$ cat config.mk
export PLATFORM = sky130hd
export DESIGN_NAME = tcpq_ram
export DESIGN_NICKNAME = d
export VERILOG_FILES = /design/src/rtl/tcpq_ram.sv
export SDC_FILE = /design/constraint.sdc
export NUM_CORES = 2
export LEC_CHECK = 0
export ABC_AREA = 1
export BUFFER_PORTS_ARGS = -buffer_cell sky130_fd_sc_hd__clkbuf_2
export CAP_MARGIN = 20
export CORE_MARGIN = 2
export CORE_UTILIZATION = 55
export DETAILED_ROUTE_END_ITERATION = 7
export HOLD_SLACK_MARGIN = 0.06
export MAX_ROUTING_LAYER = met4
export PLACE_DENSITY = 0.77
export RECOVER_POWER = 50
export SKIP_CTS_REPAIR_TIMING = 1
export SLEW_MARGIN = 20
export SYNTH_ARGS = -nofsm -noshare
export SYNTH_HDL_FRONTEND = slang
export SYNTH_SLANG_ARGS = --single-unit
$ cat constraint.sdc
create_clock -name clk_i -period 4.95 [get_ports clk_i]
set_input_delay 0.2475 -clock clk_i [delete_from_list [all_inputs] [get_ports clk_i]]
set_output_delay 0.2475 -clock clk_i [all_outputs]
set_load 0.005 [all_outputs]
$ cat src/rtl/tcpq_ram.sv
// generic single-port ram with registered read
// no dependencies
module tcpq_ram #(
  parameter int unsigned Width = 40,
  parameter int unsigned Depth = 64
) (
  input  logic                     clk_i,
  input  logic                     we_i,
  input  logic [$clog2(Depth)-1:0] addr_i,
  input  logic [Width-1:0]         wdata_i,
  output logic [Width-1:0]         rdata_o
);
  logic [Width-1:0] mem_q [Depth];
  always_ff @(posedge clk_i) begin
    if (we_i) mem_q[addr_i] <= wdata_i;
    rdata_o <= mem_q[addr_i];
  end
endmodule

* Word level (Yosys, flattened, before mapping)
Memory sizes are Yosys's and may differ from the RTL's. A register that Yosys moved wholly into a read port is not among the register bits.
Cells that the tools add are included.
** Storage, ports and cells
- Bits of input ports :: 48
- Output and inout bits :: 40
- Memory bits (writable) :: 2560
- Register bits :: 0
- Memories :: 1
** Memory list
- mem_q :: words 64, width 40, read ports 1, clocked after Yosys merged registers in 1, wr ports 1, RTL line 13 : logic [Width-1:0] mem_q [Depth];
** Cells by class
- Muxes and demuxes :: 2
** Operators by type and width (count)
- 2-to-1 mux 1 bit :: 2

* Logic depth before layout (Yosys ltp)
- Depth after elaboration :: 2
- Gate-level depth with buffers :: 15
- Mapped depth without buffers :: 11

* Least setup slack after synthesis
OpenSTA, ideal clock, no wires.
- Path kind :: input-to-reg
- Start :: input addr_i[0]
- End :: memory mem_q[41][0] (enable)
- Arrival :: 4811 ps
- Setup time :: 537 ps
- Cell stages on the path :: 6
- Path slack :: -398 ps
- Buffers on the path :: 4
- Data required time :: 4413 ps
- Cells stage by stage :: buf_4 inv_4 buf_6 buf_4 buf_4 nor4_1
** RTL lines
- start, declared :: RTL line 9 : input logic [$clog2(Depth)-1:0] addr_i,
- end, declared :: RTL line 13
Straight into the memory's write port.

* Final worst setup path
- Start :: input wdata_i[6]
- End :: memory mem_q[3][6], data pin
** RTL lines
- start, declared :: RTL line 10 : input logic [Width-1:0] wdata_i,
Straight into the memory's write port.

==> summary.md <==
| Metric | Value |
|---|---|
| CORE AREA | 0.195 mm^2 |
| Clock root buffer | clkbuf_16 |
| Die height | 447 um |
| Area delta synth->final | 11.7% |
| Crit path time final | 3.23 ns |
| Setup TNS | 0 ns |
| Placed cell areas | 0.112 mm^2 |
| Pwr dens | 388 mW/mm^2 |
| Relative slew slack | -129% |
| Worst setup SP type | input pin |
| Yosys warnings | 0 |
| Gr usage total | 32.0% |
| Leak | 0.0503 uW |
| # nets final | 10600 |
| Slowest stage delay, CP | 2.27 ns |
| Num ports | 88 |
| Via-per-instance ratio | 5.68 |
| Commonest non-fill, non-tap cell in the layout | nand2_1 |
| Maximum vdd drop | 0.405 mV |
| Worst EP arrival | 3.46 ns |
| Clk_skew | 0.0546 ns |
| Crit path buf inv count | 3 |
| CP Capture Type | flip-flop |
| Max Slew Vio Count | 2630 |
| RSZ-0062 raised after global routing | no |
| Syn Area/Cell | 10.3 um^2 |
| Rows | 162 |
| Fmax | 309 MHz |
| H-Tree Depth | 5 |
| Metal2 WL | 144 mm |
| Worst Hold Depth | 9 |
| Worst Path Max Fanout | 64 |
| Setup violators final | 0 |
| Vias | 76300 |
| Worst setup margin | 1.72 ns |
| Starting density of the core | 55.4% |
| Syn nets | 10600 |
| Met3 wire len | 40.4 mm |
| DPL Wire Length | 161 mm |
| Share of cells above drive strength 1 | 6.30% |
| Post-Syn Instances | 10500 |
| Crit path max-delay cell type | clkbuf_1 |
| Reg clk slew, reported paths | 0.06 ns |
| Failing checks | max-capacitance violations, max-slew violations |
| Die X | 447 um |
| Routed len/inst | 23.2 um |
| CTS max path bufs | 4 |
| Launching point of the worst reg2reg path | mem_q[20][27] |
| Total CTS buffers | 275 |
| Port Buffers | 87 |
| Clk sink count | 2600 |
| Dpl ws | 1.67 ns |
| HP Start | addr_i[1] |
| Hold crit path type | in2reg |
| Routed Wire Length | 312 mm |
| Critical path data required time | 5.18 ns |
| Top layer in use | met4 |
| Crit. Startpoint | wdata_i[6] |
| Vias in the first global route | 72800 |
| Worst-Margin Slew | 3.44 ns |
| Die area | 0.200 mm^2 |
| Initial antenna violation count | 25 |
| R2R cell count | 10 |
| Tcrit/Tclk final | 65.3% |
| Yosys cell types | 23 |
| Register area share after synthesis | 71.9% |
| WS Path Type | in2reg |
| Final hold vios | 0 |
| DRC Markers | 0 |
| Maxcap violations | 42 |
| Gr ovfl total | 0 |
| Commonest non-fill, non-tap cells in the layout | 7176 x nand2_1, 2560 x edfxtp_1, 283 x clkbuf_16, 114 x clkbuf_1, 102 x buf_4 |
| GP Congestion | 0.886 |
| Synth Cell Area | 0.108 mm^2 |
| FF+latch count, synth | 2600 |
| First-pass GRT wire length | 456 mm |
| Antenna Violating Nets Remaining | 0 |
| Clock latency on the worst-skew pair | 0.94 ns |
| Cell class contributing the biggest share of worst-path delay | buffers and inverters |
| Critical-path cell list | dlygate4sd3_1 > clkbuf_2 > clkbuf_1 |
| DRT Pass-1 Iters | 7 |
| CTS tree | done |
| Fin area | 0.121 mm^2 |
| Pin count of the biggest net entering global routing | 212 |
| DR iter-0 viols | 11700 |
| Metal-1 WL | 109 mm |
| Outcome | finished with violations |
| CP Depth | 3 |
==> state kept, by name, summed over array words and instances (netlist names) <==
register	flops
mem_q	2560
rdata_o	40
==> cell families (layout without fill, tap and decap cells) <==
logic type / count (synthesis) / after routing / share of synthesized area, %
compound gates: 12 / 12 / 0.0672
buf+inv: 560 / 817 / 2.38
simple gates: 7360 / 7360 / 25.6
flops: 2600 / 2600 / 71.9
other cells: 0 / 19 / 0
==> synth_stat cells (all sizes together) <==
cell       n  area [um^2]
nand2   7176        26900
edfxtp  2560        76900
buf      358         1810
clkbuf   172          646
nor2     153          577
dfxtp     40          801
inv       30          115
nand3     13         65.1
nor3       8         50.1
o21ai      7         35.0
or2        6         37.5
o211ai     5         37.5
nand4      2         12.5
nor4       2         12.5
==> worst paths after layout <==
kind | endpoint | slack [ns]
max reg2reg | rdata_o[27] | 3.21
min | rdata_o[12] | 0.05
min reg2reg | rdata_o[14] | 0.80
max | mem_q[3][6] | 1.72
==> power breakdown <==
| group | internal [uW] | switching, uW | total [uW] |
|---|---|---|---|
| Combinational | 641 | 2130 | 2770 |
| Clock | 11300 | 8240 | 19500 |
| Sequential | 24400 | 98.9 | 24500 |
==> final cells by class <==
cell class | instances | area (um^2)
repair buffers | 321 | 2900
multi-input cells | 7372 | 28300
diodes | 19 | 47.5
flip-flops and latches | 2600 | 77700
inverters | 30 | 144
well taps | 2624 | 3280
clock buffers | 359 | 7430
clock inverters | 107 | 883
fillers | 14700 | 74400
==> stage by stage <==
step           total power (uW)  util, %  std cells  hold slack [ns]
3_3_place_gp              27500     57.5      12900            0.627
5_1_grt                   47900     61.9      13400            0.117
6_report                  46800     61.9      13400           0.0475
4_1_cts                   46700     61.8      13400          -0.0774
3_5_place_dp              27600     57.5      12900            0.623
2_1_floorplan             26400        -      10500            0.346
==> tightest hold or removal path, delay by kind of cell <==
family / cells / cell delay [ns]
buffers and inverters: 1 / 0.20
AND/OR/NAND/NOR: 8 / 0.49
==> metal layers <==
| metal | global-route usage, % | up-vias |
|---|---|---|
| li1 | - | 34100 |
| met1 | 40.4 | 35600 |
| met2 | 48.6 | 5524 |
| met3 | 6.72 | 1007 |
| met4 | 17.6 | 0 |
| met5 | - | - |
No activity file was read; power rests on OpenSTA's default activity.
